**config.mk**
```make
export PLATFORM = sky130hd
export DESIGN_NAME = vop_not_coded_marker_unit_flat
export DESIGN_NICKNAME = d
export VERILOG_FILES = /design/src/hdl/vncm_pkg.sv /design/src/hdl/vncm_if.sv /design/src/hdl/vop_not_coded_marker_unit.sv /design/src/flat_wrapper.sv
export VERILOG_INCLUDE_DIRS = /design/src /design/src/hdl
export SDC_FILE = /design/constraint.sdc
export NUM_CORES = 1
export LEC_CHECK = 0
export ABC_AREA = 1
export CAP_MARGIN = 15
export CORE_MARGIN = 3
export CORE_UTILIZATION = 61
export DETAILED_ROUTE_END_ITERATION = 16
export DONT_BUFFER_PORTS = 1
export PLACE_DENSITY = 0.85
export SETUP_SLACK_MARGIN = 0.5
export SLEW_MARGIN = 40
export SYNTH_ARGS = -nofsm -noshare
export SYNTH_HDL_FRONTEND = slang
export SYNTH_SLANG_ARGS = --single-unit
```
**constraint.sdc**
```tcl
create_clock -name clk -period 14.4 [get_ports clk]
set_input_delay 1.44 -clock clk [delete_from_list [all_inputs] [get_ports clk]]
set_output_delay 1.44 -clock clk [all_outputs]
set_load 0.02 [all_outputs]
```
**src/hdl/assert_macros.svh**
```systemverilog
// Assertion macros used by the RTL.
// In synthesis builds the macros expand to nothing.
`ifndef ASSERT_MACROS_SVH
`define ASSERT_MACROS_SVH

`ifndef SYNTHESIS

// A property that must hold at every clock edge outside reset.
`define ASSERT_ALWAYS(lbl, clk, rstn, prop) \
    lbl: assert property (@(posedge clk) disable iff (!(rstn)) (prop)) \
        else $error("assertion failed");

// A condition that forces a consequence in the same cycle.
`define ASSERT_IMPLIES(lbl, clk, rstn, ante, cons) \
    lbl: assert property (@(posedge clk) disable iff (!(rstn)) (ante) |-> (cons)) \
        else $error("implication failed");

// A condition that forces a consequence in the following cycle.
`define ASSERT_NEXT(lbl, clk, rstn, ante, cons) \
    lbl: assert property (@(posedge clk) disable iff (!(rstn)) (ante) |=> (cons)) \
        else $error("next-cycle implication failed");

`else

`define ASSERT_ALWAYS(lbl, clk, rstn, prop)
`define ASSERT_IMPLIES(lbl, clk, rstn, ante, cons)
`define ASSERT_NEXT(lbl, clk, rstn, ante, cons)

`endif

`endif

```
**src/hdl/vncm_pkg.sv**
```systemverilog
package vncm_pkg;

    // Field widths of the channels.
    localparam int BYTE_W      = 8;
    localparam int CODE_W      = 32;
    localparam int TFB_W       = 5;
    localparam int STATUS_W    = 2;
    localparam int RES_POS_W   = 24;
    localparam int CFG_IDX_W   = 2;
    localparam int CFG_DATA_W  = 32;

    // Register indexes of the configuration port.
    localparam logic [CFG_IDX_W-1:0] CFG_VOP_CODE   = 2'd0;
    localparam logic [CFG_IDX_W-1:0] CFG_GROUP_CODE = 2'd1;
    localparam logic [CFG_IDX_W-1:0] CFG_TIME_BITS  = 2'd2;

    // Register reset values.
    localparam logic [CODE_W-1:0] VOP_CODE_RST   = 32'h0000_01B6;
    localparam logic [CODE_W-1:0] GROUP_CODE_RST = 32'h0000_01B3;
    localparam logic [TFB_W-1:0]  TIME_BITS_RST  = 5'd16;

    // Parser phase.
    typedef enum logic [2:0] {
        PH_START  = 3'd0,
        PH_SEARCH = 3'd1,
        PH_TYPE   = 3'd2,
        PH_RUN    = 3'd3,
        PH_MARK1  = 3'd4,
        PH_TIME   = 3'd5,
        PH_CODED  = 3'd6,
        PH_TAIL   = 3'd7
    } phase_t;

    // Frame status reported with the last word.
    typedef enum logic [STATUS_W-1:0] {
        ST_MARKED = 2'd0,
        ST_GROUP  = 2'd1,
        ST_BAD    = 2'd2
    } status_t;

    // Header parser state carried from one bit to the next.
    typedef struct packed {
        phase_t           phase;
        logic [TFB_W-1:0] count;
        logic             bad;
        logic             hit;
    } hdr_state_t;

endpackage

```
**src/hdl/vncm_if.sv**
```systemverilog
// Frame byte channel.
interface vncm_in_if import vncm_pkg::*; ();
    logic              valid;
    logic              ready;
    logic [BYTE_W-1:0] data_byte;
    logic              last;

    modport source (output valid, output data_byte, output last, input ready);
    modport sink   (input valid, input data_byte, input last, output ready);
endinterface

// Result channel.
interface vncm_out_if import vncm_pkg::*; ();
    logic                 valid;
    logic                 ready;
    logic [BYTE_W-1:0]    out_byte;
    logic                 done_res;
    logic [STATUS_W-1:0]  status;
    logic [RES_POS_W-1:0] result_pos;

    modport source (output valid, output out_byte, output done_res, output status,
                    output result_pos, input ready);
    modport sink   (input valid, input out_byte, input done_res, input status,
                    input result_pos, output ready);
endinterface

// Configuration write channel.
interface vncm_cfg_if import vncm_pkg::*; ();
    logic                  valid;
    logic                  ready;
    logic [CFG_IDX_W-1:0]  index;
    logic [CFG_DATA_W-1:0] wdata;

    modport source (output valid, output index, output wdata, input ready);
    modport sink   (input valid, input index, input wdata, output ready);
endinterface

```
**src/hdl/vop_not_coded_marker_unit.sv**
```systemverilog
// Words pass from the input stage register to the result register, one word
// per cycle unless the output stalls; the header bit walk is combinational.
// Reset (rst_n low, asynchronous) empties both stages, loads the start codes
// and time width with their defaults, and puts the parser at the start code.
// The parser also returns to that point after every last byte of a frame.
`include "assert_macros.svh"

module vop_not_coded_marker_unit import vncm_pkg::*; #(
    parameter int POS_BITS = 24
) (
    input  logic       clk,
    input  logic       rst_n,
    vncm_in_if.sink    byte_ch,
    vncm_out_if.source result_ch,
    vncm_cfg_if.sink   cfg
);

    localparam int PW = (POS_BITS > RES_POS_W) ? POS_BITS : RES_POS_W;

    // Configuration registers.
    logic [CODE_W-1:0] vop_code_reg;
    logic [CODE_W-1:0] group_code_reg;
    logic [TFB_W-1:0]  time_bits_reg;

    // Input stage.
    logic              s1_valid_reg;
    logic [BYTE_W-1:0] s1_byte_reg;
    logic              s1_last_reg;
    logic              s1_adv;

    // Parser state.
    logic [POS_BITS-1:0]  byte_index_reg, byte_index_next;
    logic [CODE_W-1:0]    code_window_reg, code_window_next;
    phase_t               phase_reg, phase_next;
    logic [TFB_W-1:0]     field_count_reg, field_count_next;
    logic [RES_POS_W-1:0] found_pos_reg, found_pos_next;
    status_t              verdict_reg, verdict_next;

    // Result stage.
    logic                 out_valid_reg;
    logic [BYTE_W-1:0]    out_byte_reg, out_byte_next;
    logic                 out_done_reg;
    status_t              out_status_reg, out_status_next;
    logic [RES_POS_W-1:0] out_pos_reg, out_pos_next;

    // One header bit, most significant first.
    function automatic hdr_state_t hdr_bit(hdr_state_t s, logic b_v, logic [TFB_W-1:0] tfb);
        hdr_state_t r;
        r     = s;
        r.hit = 1'b0;
        case (s.phase)
            PH_TYPE:
            begin
                r.count = s.count + 1'b1;
                if (r.count >= TFB_W'(2))
                    r.phase = PH_RUN;
            end
            PH_RUN:
            begin
                if (!b_v)
                    r.phase = PH_MARK1;
            end
            PH_MARK1:
            begin
                if (!b_v)
                begin
                    r.phase = PH_TAIL;
                    r.bad   = 1'b1;
                end
                else
                begin
                    r.phase = PH_TIME;
                    r.count = '0;
                end
            end
            PH_TIME:
            begin
                if (s.count < tfb)
                    r.count = s.count + 1'b1;
                else if (!b_v)
                begin
                    r.phase = PH_TAIL;
                    r.bad   = 1'b1;
                end
                else
                    r.phase = PH_CODED;
            end
            PH_CODED:
            begin
                r.phase = PH_TAIL;
                r.hit   = 1'b1;
            end
            default:
            begin
                r = s;
                r.hit = 1'b0;
            end
        endcase
        return r;
    endfunction

    // Handshake: the input stage moves on when the result register is free.
    assign s1_adv          = s1_valid_reg && (!out_valid_reg || result_ch.ready);
    assign byte_ch.ready   = !s1_valid_reg || s1_adv;
    assign cfg.ready       = 1'b1;

    assign result_ch.valid      = out_valid_reg;
    assign result_ch.out_byte   = out_byte_reg;
    assign result_ch.done_res   = out_done_reg;
    assign result_ch.status     = out_status_reg;
    assign result_ch.result_pos = out_pos_reg;

    // Configuration writes.
    always_ff @(posedge clk or negedge rst_n)
    begin
        if (!rst_n)
        begin
            vop_code_reg   <= VOP_CODE_RST;
            group_code_reg <= GROUP_CODE_RST;
            time_bits_reg  <= TIME_BITS_RST;
        end
        else if (cfg.valid)
        begin
            case (cfg.index)
                CFG_VOP_CODE:   vop_code_reg   <= cfg.wdata;
                CFG_GROUP_CODE: group_code_reg <= cfg.wdata;
                CFG_TIME_BITS:  time_bits_reg  <= cfg.wdata[TFB_W-1:0];
                default:        ;
            endcase
        end
    end

    // Input stage register.
    always_ff @(posedge clk or negedge rst_n)
    begin
        if (!rst_n)
            s1_valid_reg <= 1'b0;
        else if (byte_ch.ready)
            s1_valid_reg <= byte_ch.valid;
    end

    always_ff @(posedge clk)
    begin
        if (byte_ch.ready && byte_ch.valid)
        begin
            s1_byte_reg <= byte_ch.data_byte;
            s1_last_reg <= byte_ch.last;
        end
    end

    // Parser step for the word in the input stage.
    always_comb
    begin
        logic [CODE_W-1:0]    win;
        logic [PW-1:0]        idx_ext;
        logic [BYTE_W-1:0]    clr_mask;
        hdr_state_t           hs;

        win     = {code_window_reg[CODE_W-BYTE_W-1:0], s1_byte_reg};
        idx_ext = PW'(byte_index_reg);
        clr_mask = '1;

        code_window_next = code_window_reg;
        phase_next       = phase_reg;
        field_count_next = field_count_reg;
        found_pos_next   = found_pos_reg;
        verdict_next     = verdict_reg;
        byte_index_next  = byte_index_reg + 1'b1;
        out_status_next  = ST_MARKED;
        out_pos_next     = '0;

        hs.phase = phase_reg;
        hs.count = field_count_reg;
        hs.bad   = 1'b0;
        hs.hit   = 1'b0;

        case (phase_reg)
            PH_START:
            begin
                code_window_next = win;
                if (byte_index_reg == POS_BITS'(3))
                begin
                    if (win == group_code_reg)
                        phase_next = PH_SEARCH;
                    else if (win == vop_code_reg)
                    begin
                        phase_next       = PH_TYPE;
                        field_count_next = '0;
                    end
                    else
                    begin
                        phase_next   = PH_TAIL;
                        verdict_next = ST_BAD;
                    end
                end
            end
            PH_SEARCH:
            begin
                code_window_next = win;
                if (byte_index_reg >= POS_BITS'(7) && !s1_last_reg && win == vop_code_reg)
                begin
                    phase_next       = PH_TYPE;
                    field_count_next = '0;
                end
            end
            default:
            begin
                // Walk the eight header bits of this byte.
                for (int i = BYTE_W - 1; i >= 0; i--)
                begin
                    hs = hdr_bit(hs, s1_byte_reg[i], time_bits_reg);
                    if (hs.hit)
                    begin
                        clr_mask[i]    = 1'b0;
                        verdict_next   = ST_MARKED;
                        found_pos_next = RES_POS_W'(idx_ext);
                    end
                end
                if (hs.bad)
                    verdict_next = ST_BAD;
                phase_next       = hs.phase;
                field_count_next = hs.count;
            end
        endcase

        out_byte_next = s1_byte_reg & clr_mask;

        // Frame end: report and return to the start code.
        if (s1_last_reg)
        begin
            if (phase_next == PH_SEARCH)
            begin
                out_status_next = ST_GROUP;
                out_pos_next    = (byte_index_reg >= POS_BITS'(7))
                                ? RES_POS_W'(idx_ext - PW'(3)) : RES_POS_W'(4);
            end
            else if (phase_next == PH_TAIL && verdict_next == ST_MARKED)
            begin
                out_status_next = ST_MARKED;
                out_pos_next    = found_pos_next;
            end
            else
            begin
                out_status_next = ST_BAD;
                out_pos_next    = '0;
            end
            byte_index_next  = '0;
            code_window_next = '0;
            phase_next       = PH_START;
            field_count_next = '0;
            found_pos_next   = '0;
            verdict_next     = ST_BAD;
        end
    end

    // Parser state registers.
    always_ff @(posedge clk or negedge rst_n)
    begin
        if (!rst_n)
        begin
            byte_index_reg  <= '0;
            code_window_reg <= '0;
            phase_reg       <= PH_START;
            field_count_reg <= '0;
            found_pos_reg   <= '0;
            verdict_reg     <= ST_BAD;
        end
        else if (s1_adv)
        begin
            byte_index_reg  <= byte_index_next;
            code_window_reg <= code_window_next;
            phase_reg       <= phase_next;
            field_count_reg <= field_count_next;
            found_pos_reg   <= found_pos_next;
            verdict_reg     <= verdict_next;
        end
    end

    // Result register.
    always_ff @(posedge clk or negedge rst_n)
    begin
        if (!rst_n)
            out_valid_reg <= 1'b0;
        else if (!out_valid_reg || result_ch.ready)
            out_valid_reg <= s1_valid_reg;
    end

    always_ff @(posedge clk)
    begin
        if (s1_adv)
        begin
            out_byte_reg   <= out_byte_next;
            out_done_reg   <= s1_last_reg;
            out_status_reg <= out_status_next;
            out_pos_reg    <= out_pos_next;
        end
    end

    // Checks on the pipeline and the parser.
    `ASSERT_IMPLIES(a_mid_frame_quiet, clk, rst_n, out_valid_reg && !out_done_reg, out_status_reg == ST_MARKED && out_pos_reg == '0)
    `ASSERT_NEXT(a_frame_restart, clk, rst_n, s1_adv && s1_last_reg, phase_reg == PH_START && byte_index_reg == '0)
    `ASSERT_IMPLIES(a_stall_full, clk, rst_n, !byte_ch.ready, s1_valid_reg && out_valid_reg)

endmodule

```
**src/flat_wrapper.sv**
```systemverilog
// flat-port wrapper written by rule: the top's interface ports become plain ports
module vop_not_coded_marker_unit_flat import vncm_pkg::*;
#(
    parameter int POS_BITS = 24
)
  (clk, rst_n, byte_ch_valid, byte_ch_data_byte, byte_ch_last, byte_ch_ready, result_ch_valid, result_ch_out_byte, result_ch_done_res, result_ch_status, result_ch_result_pos, result_ch_ready, cfg_valid, cfg_index, cfg_wdata, cfg_ready);
  vncm_in_if byte_ch_i ();
  vncm_out_if result_ch_i ();
  vncm_cfg_if cfg_i ();
  input  logic clk;
  input  logic rst_n;
  input wire logic [$bits(byte_ch_i.valid)-1:0] byte_ch_valid;
  input wire logic [$bits(byte_ch_i.data_byte)-1:0] byte_ch_data_byte;
  input wire logic [$bits(byte_ch_i.last)-1:0] byte_ch_last;
  output wire logic [$bits(byte_ch_i.ready)-1:0] byte_ch_ready;
  output wire logic [$bits(result_ch_i.valid)-1:0] result_ch_valid;
  output wire logic [$bits(result_ch_i.out_byte)-1:0] result_ch_out_byte;
  output wire logic [$bits(result_ch_i.done_res)-1:0] result_ch_done_res;
  output wire logic [$bits(result_ch_i.status)-1:0] result_ch_status;
  output wire logic [$bits(result_ch_i.result_pos)-1:0] result_ch_result_pos;
  input wire logic [$bits(result_ch_i.ready)-1:0] result_ch_ready;
  input wire logic [$bits(cfg_i.valid)-1:0] cfg_valid;
  input wire logic [$bits(cfg_i.index)-1:0] cfg_index;
  input wire logic [$bits(cfg_i.wdata)-1:0] cfg_wdata;
  output wire logic [$bits(cfg_i.ready)-1:0] cfg_ready;
  assign byte_ch_i.valid = byte_ch_valid;
  assign byte_ch_i.data_byte = byte_ch_data_byte;
  assign byte_ch_i.last = byte_ch_last;
  assign byte_ch_ready = byte_ch_i.ready;
  assign result_ch_valid = result_ch_i.valid;
  assign result_ch_out_byte = result_ch_i.out_byte;
  assign result_ch_done_res = result_ch_i.done_res;
  assign result_ch_status = result_ch_i.status;
  assign result_ch_result_pos = result_ch_i.result_pos;
  assign result_ch_i.ready = result_ch_ready;
  assign cfg_i.valid = cfg_valid;
  assign cfg_i.index = cfg_index;
  assign cfg_i.wdata = cfg_wdata;
  assign cfg_ready = cfg_i.ready;
  vop_not_coded_marker_unit #(.POS_BITS(POS_BITS)) u_core (.clk(clk), .rst_n(rst_n), .byte_ch(byte_ch_i), .result_ch(result_ch_i), .cfg(cfg_i));
endmodule
```
==> results by group, run 1 <==
Status
  • Run status: finished clean

Clock tree
  • Post-CTS Setup Inserts: 0
  • # H-tree levels: 4
  • CTS tree: done
  • Clock Pin Slew Worst Setup and Hold Paths: 70 ps
  • Total CTS buffers: 17
  • CTS Hold Bufs: 0
  • Clk_lat worst skew: 450 ps
  • Clk sink count: 197
  • Resize count post-CTS: 0
  • Root buf cell: clkbuf_16
  • Maximum clock path buffer count: 2

Place
  • Placer Congestion: ~0.96
  • Setup WS pre-CTS: roughly 2500 ps
  • Count of input and output buffers: 0
  • Dpl cell area: between 0.01 and 0.015 mm²
  • HPWL after DPL: ~24000 µm

Synthesis
  • Synth area leader: dfrtp_1
  • Seq cells post-synth: between 150 and 200
  • Synth warn: 0
  • Cell area after synthesis: approximately 0.014 mm²
  • Post-synth EDFFs: 44
  • Mapped Avg Cell Area: 7.76 µm²
  • Fraction of registers with async set/reset: between 70% and 80%
  • Synth area leaders: dfrtp_1 (25%), nand2_1 (10%), edfxtp_1 (9.5%)
  • Library cells used by synthesis: 66
  • Share of the synthesized area in the top cell type: between 20% and 30%
  • Post-synth top cells: nand2_1 (386), inv_1 (244), dfrtp_1 (139)
  • Mapped Cells: 1793
  • Ys flop type: dfrtp_1
  • Syn_nets: ~1900
  • Sequential-to-total area share from yosys stat: between 30% and 40%
  • Most frequent cell after synthesis: nand2_1

Power and ir drop
  • Internal power: about 1.8 mW
  • VDD IR max: 0.152 mV
  • Power Total: 3.78 mW
  • Leak pwr: ~7.1 nW
  • Switching Fraction: a little over half
  • Combinational power share: 66.2%
  • Power density cells: around 260 mW/mm²
  • Sequential power share: a little over a fifth
  • Clock share of power: 12.7%
  • Psw: between 2 and 2.5 mW

Die
  • Die height: 157 µm
  • I/O pin count: 86
  • Total core area: about 0.022 mm²
  • Initial Utilization: ~63%
  • Die Area: ~0.025 mm²
  • Die X: 157 µm
  • Row count: 54

Layout
  • Share of cells above drive strength 1: 16.9%
  • Layout area overhead: 4.57%
  • Layout filler cell count: roughly 1800
  • Post-route cell area: approximately 0.015 mm²
  • NumNets Final: ~1900
  • N_diodes: 0

Worst setup path
  • Startpoint types: flop
  • Crit-path most repeated cell: nand2_1
  • Req. time, crit path: around 15000 ps
  • Kind of end point of the critical path: flop
  • Crit-path max cell delay: roughly 540 ps
  • Worst Setup Path Type: flop to flop
  • WP data arrival: ~12000 ps
  • CP max FO: 26
  • Slowest cell on crit path: dfstp_2

STA
  • Final Hold Fails: 0
  • Number of setup violations in the final report: 0
  • Final period utilization: between 80% and 90%
  • Rel. slew slack: between 40% and 50%
  • Peak Freq: slightly above 0.08 GHz
  • Worst slew pin tran: ~830 ps
  • Worst Setup Slack, final: approximately 2300 ps
  • Slew Limit Fails: 0
  • RSZ-0062 raised after global routing: false
  • Post-route minimum period: about 12000 ps
  • Clock skew: 12.1 ps
  • Fin Setup TNS: 0 ps

Drt
  • Via count: 12100
  • Post-route ant nets: 0
  • Top sig layer: met5
  • Routed len/inst: around 17 µm
  • Iteration count of the initial detailed-routing pass: 6
  • Metal-1 WL: between 15000 and 20000 µm
  • Met2 WL: 16300 µm
  • Routed wl met3: roughly 2400 µm
  • Initial DRC count: approximately 1300
  • Residual DRC: 0
  • Via-to-Cell Ratio: just under 6
  • Final wirelength: around 35000 µm

GRT
  • Initial antenna violation count: 4
  • Pin count of the biggest net entering global routing: 154
  • GRT overflow: 0
  • First-pass GRT wire length: 57000 µm
  • Total GRT Usage: roughly 29%
  • Number of global-route vias before repair: ~12000

Run
  • Max-cap violation count: 0

Hold path
  • Min-delay worst type: flop to flop
## logic make-up after synthesis
logic type | synth area share [%]
simple gates | 33.1
other cells | 0.0269
fa+ha+maj | 4.41
compound gates | 11.9
buf+inv | 9.74
xor+xnor | 3.71
flops | 37.1
## worst max-delay path: cells and delay by family, from the launching register on
kind | cells | cell delay (ps)
compound gates | 12 | 2430
simple gates | 50 | 5950
flops | 1 | 540
fa+ha+maj | 8 | 2610
buf+inv | 4 | 360
## path summary, 6_finish.rpt
kind | from | end | slack (ps) | depth (start not counted)
min in group asynchronous | rst_n | u_core.found_pos_reg[21] | 670 | 0
max in group asynchronous | rst_n | u_core.time_bits_reg[4] | 13380 | 0
worst max register to register | u_core.time_bits_reg[4] | u_core.result_ch.result_pos[7] | 2330 | 74
worst max-delay path | u_core.time_bits_reg[4] | u_core.result_ch.result_pos[7] | 2330 | 74
worst min register to register | u_core.found_pos_reg[10] | u_core.found_pos_reg[10] | 490 | 2
worst min-delay path | u_core.found_pos_reg[10] | u_core.found_pos_reg[10] | 490 | 2
## cell usage in the layout (no fill, tap or decap), types with 23 or more instances in the layout
cell,synthesis,routed
a21oi_1,40,40
dfrtp_1,139,139
edfxtp_1,44,44
ha_1,49,49
inv_1,244,242
inv_2,22,23
nand2_1,386,384
nand2_2,79,79
nand2_4,28,30
nand3_1,118,118
nand3_2,25,25
nand4_1,34,34
nor2_1,96,96
o21ai_0,127,127
o21ai_1,44,44
xor2_1,40,40
## layout make-up
| type | instances | area, µm² | share of cell area (%) |
|---|---|---|---|
| Tap cell | 280 | 350 | 2.41 |
| Multi-Input combinational cell | 1277 | 7410 | 51.0 |
| Timing Repair Buffer | 3 | 22.5 | 0.155 |
| Inverter | 268 | 1010 | 6.96 |
| Clock buffer | 18 | 450 | 3.10 |
| Sequential cell | 197 | 5170 | 35.5 |
| Clock inverter | 14 | 134 | 0.920 |
## power by group through the flow
| stage | clock network (mW) | registers, mW | logic, mW |
|---|---|---|---|
| 2_1_floorplan | 0 | 0.773 | 2.07 |
| 3_3_place_gp | 0 | 0.801 | 2.39 |
| 3_5_place_dp | 0 | 0.804 | 2.45 |
| 4_1_cts | 0.481 | 0.795 | 2.47 |
| 5_1_grt | 0.502 | 0.808 | 2.80 |
| 6_report | 0.478 | 0.797 | 2.50 |
## metrics by stage
step                      utilization (%)  hold WS, ps  instances
after floorplan                         -          444       1793
after global placement               63.1          467       2025
after detailed placement             63.2          477       2025
after CTS                            65.8          495       2057
after global routing                 65.9          508       2057
final                                65.9          489       2057
## per-layer routing
layer | vias to the layer above | track usage [%]
met5 | - | 0
met4 | 8 | 8.88
met3 | 96 | 5.91
met2 | 515 | 46.1
met1 | 5729 | 39.1
li1 | 5801 | -
No activity file was read; power rests on OpenSTA's default activity.
==> inputs of run 2 (changes only) <==
CORE_UTILIZATION = 59   (was 61)
PLACE_DENSITY = 0.86   (was 0.85)
clock period = 9.82 ns   (was 14.4 ns; I/O delays follow)
==> run 2 against run 1 <==
Non-clock buffer count rose by 128. Via count rose by 15%. The run now ends with design-rule violations, negative setup slack left. Flip-flop and latch count did not move. Hold slack got worse by 260 ps. Final area rose by 17%. Routed wire length rose by 34%. Clock skew barely moved. Core utilization rose by 8.7 points. Largest cell class unchanged. Maximum frequency rose by 18%.
==> results by group, run 2 (same netlist as run 1, synthesis figures left out) <==
Drt
  • Via-to-Cell Ratio: 6.32 (+7.1%)
  • Iteration count of the initial detailed-routing pass: 13 (+7)
  • Final wirelength: 46300 µm (+34%)
  • Post-route ant nets: 0 (unchanged)
  • Routed len/inst: 20.9 µm (+24%)
  • Via count: 14000 (+15%)
  • Initial DRC count: 2024 (+51%)
  • Residual DRC: 1 (+1)

GRT
  • Met2 Use GR: 52.1% (+6.0 points)
  • Number of global-route vias before repair: 13300 (+15%)
  • GRT overflow: 0 (unchanged)
  • M1 GR Usage: 38.8% (-0.30 points)
  • Total GRT Usage: 31.7% (+3.1 points)
  • Pin count of the biggest net entering global routing: 154 (unchanged)
  • Initial antenna violation count: 0 (-4)
  • GR peak layer: met2
  • Met3 track demand over resource: 6.71% (+0.80 points)
  • First-pass GRT wire length: 66100 µm (+16%)

Clock tree
  • Clock Pin Slew Worst Setup and Hold Paths: 70 ps (about the same)
  • # H-tree levels: 4 (unchanged)
  • Total CTS buffers: 17 (unchanged)
  • CTS tree: done
  • Clk sink count: 197 (unchanged)
  • Maximum clock path buffer count: 2 (unchanged)
  • Root buf cell: clkbuf_16
  • Clk_lat worst skew: 460 ps (about the same)

Worst setup path
  • Slowest cell on crit path: dfstp_2
  • Startpoint types: flop
  • Kind of end point of the critical path: flop
  • Req. time, crit path: 10040 ps (-4660 ps)
  • WP data arrival: 10470 ps (-1890 ps)
  • CP max FO: 6 (-77%)
  • Crit-path most repeated cell: nand2_4
  • Worst Setup Path Type: flop to flop
  • Crit-path max cell delay: 580 ps (+40 ps)

STA
  • Final period utilization: 104% (+21 points)
  • Peak Freq: 0.0975 GHz (+18%)
  • RSZ-0062 raised after global routing: true
  • Worst slew pin tran: 925 ps (+97.4 ps)
  • Slew Limit Fails: 0 (unchanged)
  • Final Hold Fails: 0 (unchanged)
  • Post-route minimum period: 10250 ps (-1810 ps)
  • Number of setup violations in the final report: 26 (+26)
  • Fin Setup TNS: -9690 ps (-9690 ps)
  • Clock skew: 11.8 ps (-0.237 ps)
  • Rel. slew slack: 37.8% (-6.9 points)
  • Worst Setup Slack, final: -435 ps (-2770 ps)

Status
  • Violations in the final reports: design-rule violations, negative setup slack
  • Run status: finished with violations

Layout
  • Layout area overhead: 22.8%
  • Footprint of the multi-input gates: 0.00854 mm² (+15%)
  • Layout Utilization: 74.6% (+8.7 points)
  • Most common cell after layout, fill and taps aside: nand2_1
  • Share of cells above drive strength 1: 31.8% (+15 points)
  • Layout filler cell count: 1401 (-21%)
  • NumNets Final: 1989 (+6.9%)
  • Final Non-Filler Cells: 2218 (+7.8%)
  • Seq. cell area: 0.00517 mm² (unchanged)
  • Post-route cell area: 0.0171 mm² (+17%)
  • Most frequent cells in the layout: nand2_1 (324), inv_1 (234), dfrtp_1 (139), o21ai_0 (107)
  • N_diodes: 0 (unchanged)

Place
  • Placed Cells: 2094 (+3.4%)
  • HPWL after DPL: 25700 µm (+6.1%)
  • Placer Congestion: 0.912 (-5.0%)
  • Dpl cell area: 0.0148 mm² (+5.9%)
  • Count of input and output buffers: 0 (unchanged)

Die
  • Die X: 160 µm (+1.6%)
  • Die height: 160 µm (+1.6%)
  • Row count: 55 (+1.9%)
  • Initial Utilization: 60.7% (-2.3 points)
  • Die Area: 0.0255 mm² (+3.3%)
  • Total core area: 0.0229 mm² (+3.7%)
  • I/O pin count: 86 (unchanged)

Run
  • Max-cap violation count: 0 (unchanged)

Hold path
  • Min-delay worst type: primary input to asynchronous set/reset pin
[run 2: changes by cell type in the layout (fill, tap and decap cells not counted), moves of 13 or more]
cell / before / now
nand3_2: 25 / 52
o21ai_0: 127 / 107
ha_4: 0 / 19
nand3_1: 118 / 82
o21ai_2: 19 / 47
nand2_4: 30 / 65
nand2_2: 79 / 103
ha_1: 49 / 27
nand2_1: 384 / 324
buf_4: 3 / 103
o21ai_1: 44 / 31
[run 2: final timing paths]
kind | start | end | slack (ps) | cells past startpoint
max | u_core.time_bits_reg[4] | u_core.result_ch.status[1] | -430 | 75
min | rst_n | u_core.found_pos_reg[19] | 230 | 0
max reg2reg | u_core.time_bits_reg[4] | u_core.result_ch.status[1] | -430 | 75
min reg2reg | u_core.vop_code_reg[7] | u_core.vop_code_reg[7] | 500 | 2
max in group asynchronous | rst_n | u_core.time_bits_reg[4] | 9240 | 0
min in group clk | u_core.vop_code_reg[7] | u_core.vop_code_reg[7] | 500 | 2
[run 2: metal layers]
layer / wire length, µm / part of all wire [%]
met1: 16200 / 35
met2: 21200 / 46
met3: 5120 / 11
met4: 3830 / 8.3
met5: 0 / 0
[run 2: per-stage QoR]
step           hold WS, ps  worst slack, ps
4_1_cts                219            -64.5
5_1_grt                216             -889
2_1_floorplan          444              195
3_5_place_dp           475             -594
3_3_place_gp           469             -118
6_report               227             -435
[run 2: area by class of cell]
class,count,area share [%]
clock buffer,19,2.59
clock inverter,13,0.783
inverter,268,6.00
multi-input combinational,1277,50.0
sequential,197,30.2
tap,313,2.29
timing repair buffer,131,8.13
[run 2: worst max-delay path: cells and delay by family (launching register included)]
kind	cells	cell delay (ps)
compound gates	16	2920
fa+ha+maj	8	1750
buf+inv	9	770
flops	1	580
simple gates	42	3960
[run 2: timing repair]
item,CTS,global route
setup buffers,49,28
cloned,8,7
pin swaps,50,37
gates resized for setup,71,121
hold buffers,0,0
setup endpoints to repair,59,60
Power of run 2 is not shown: default switching activity piles up to over one toggle a cycle in this logic, so the estimate is an artifact.
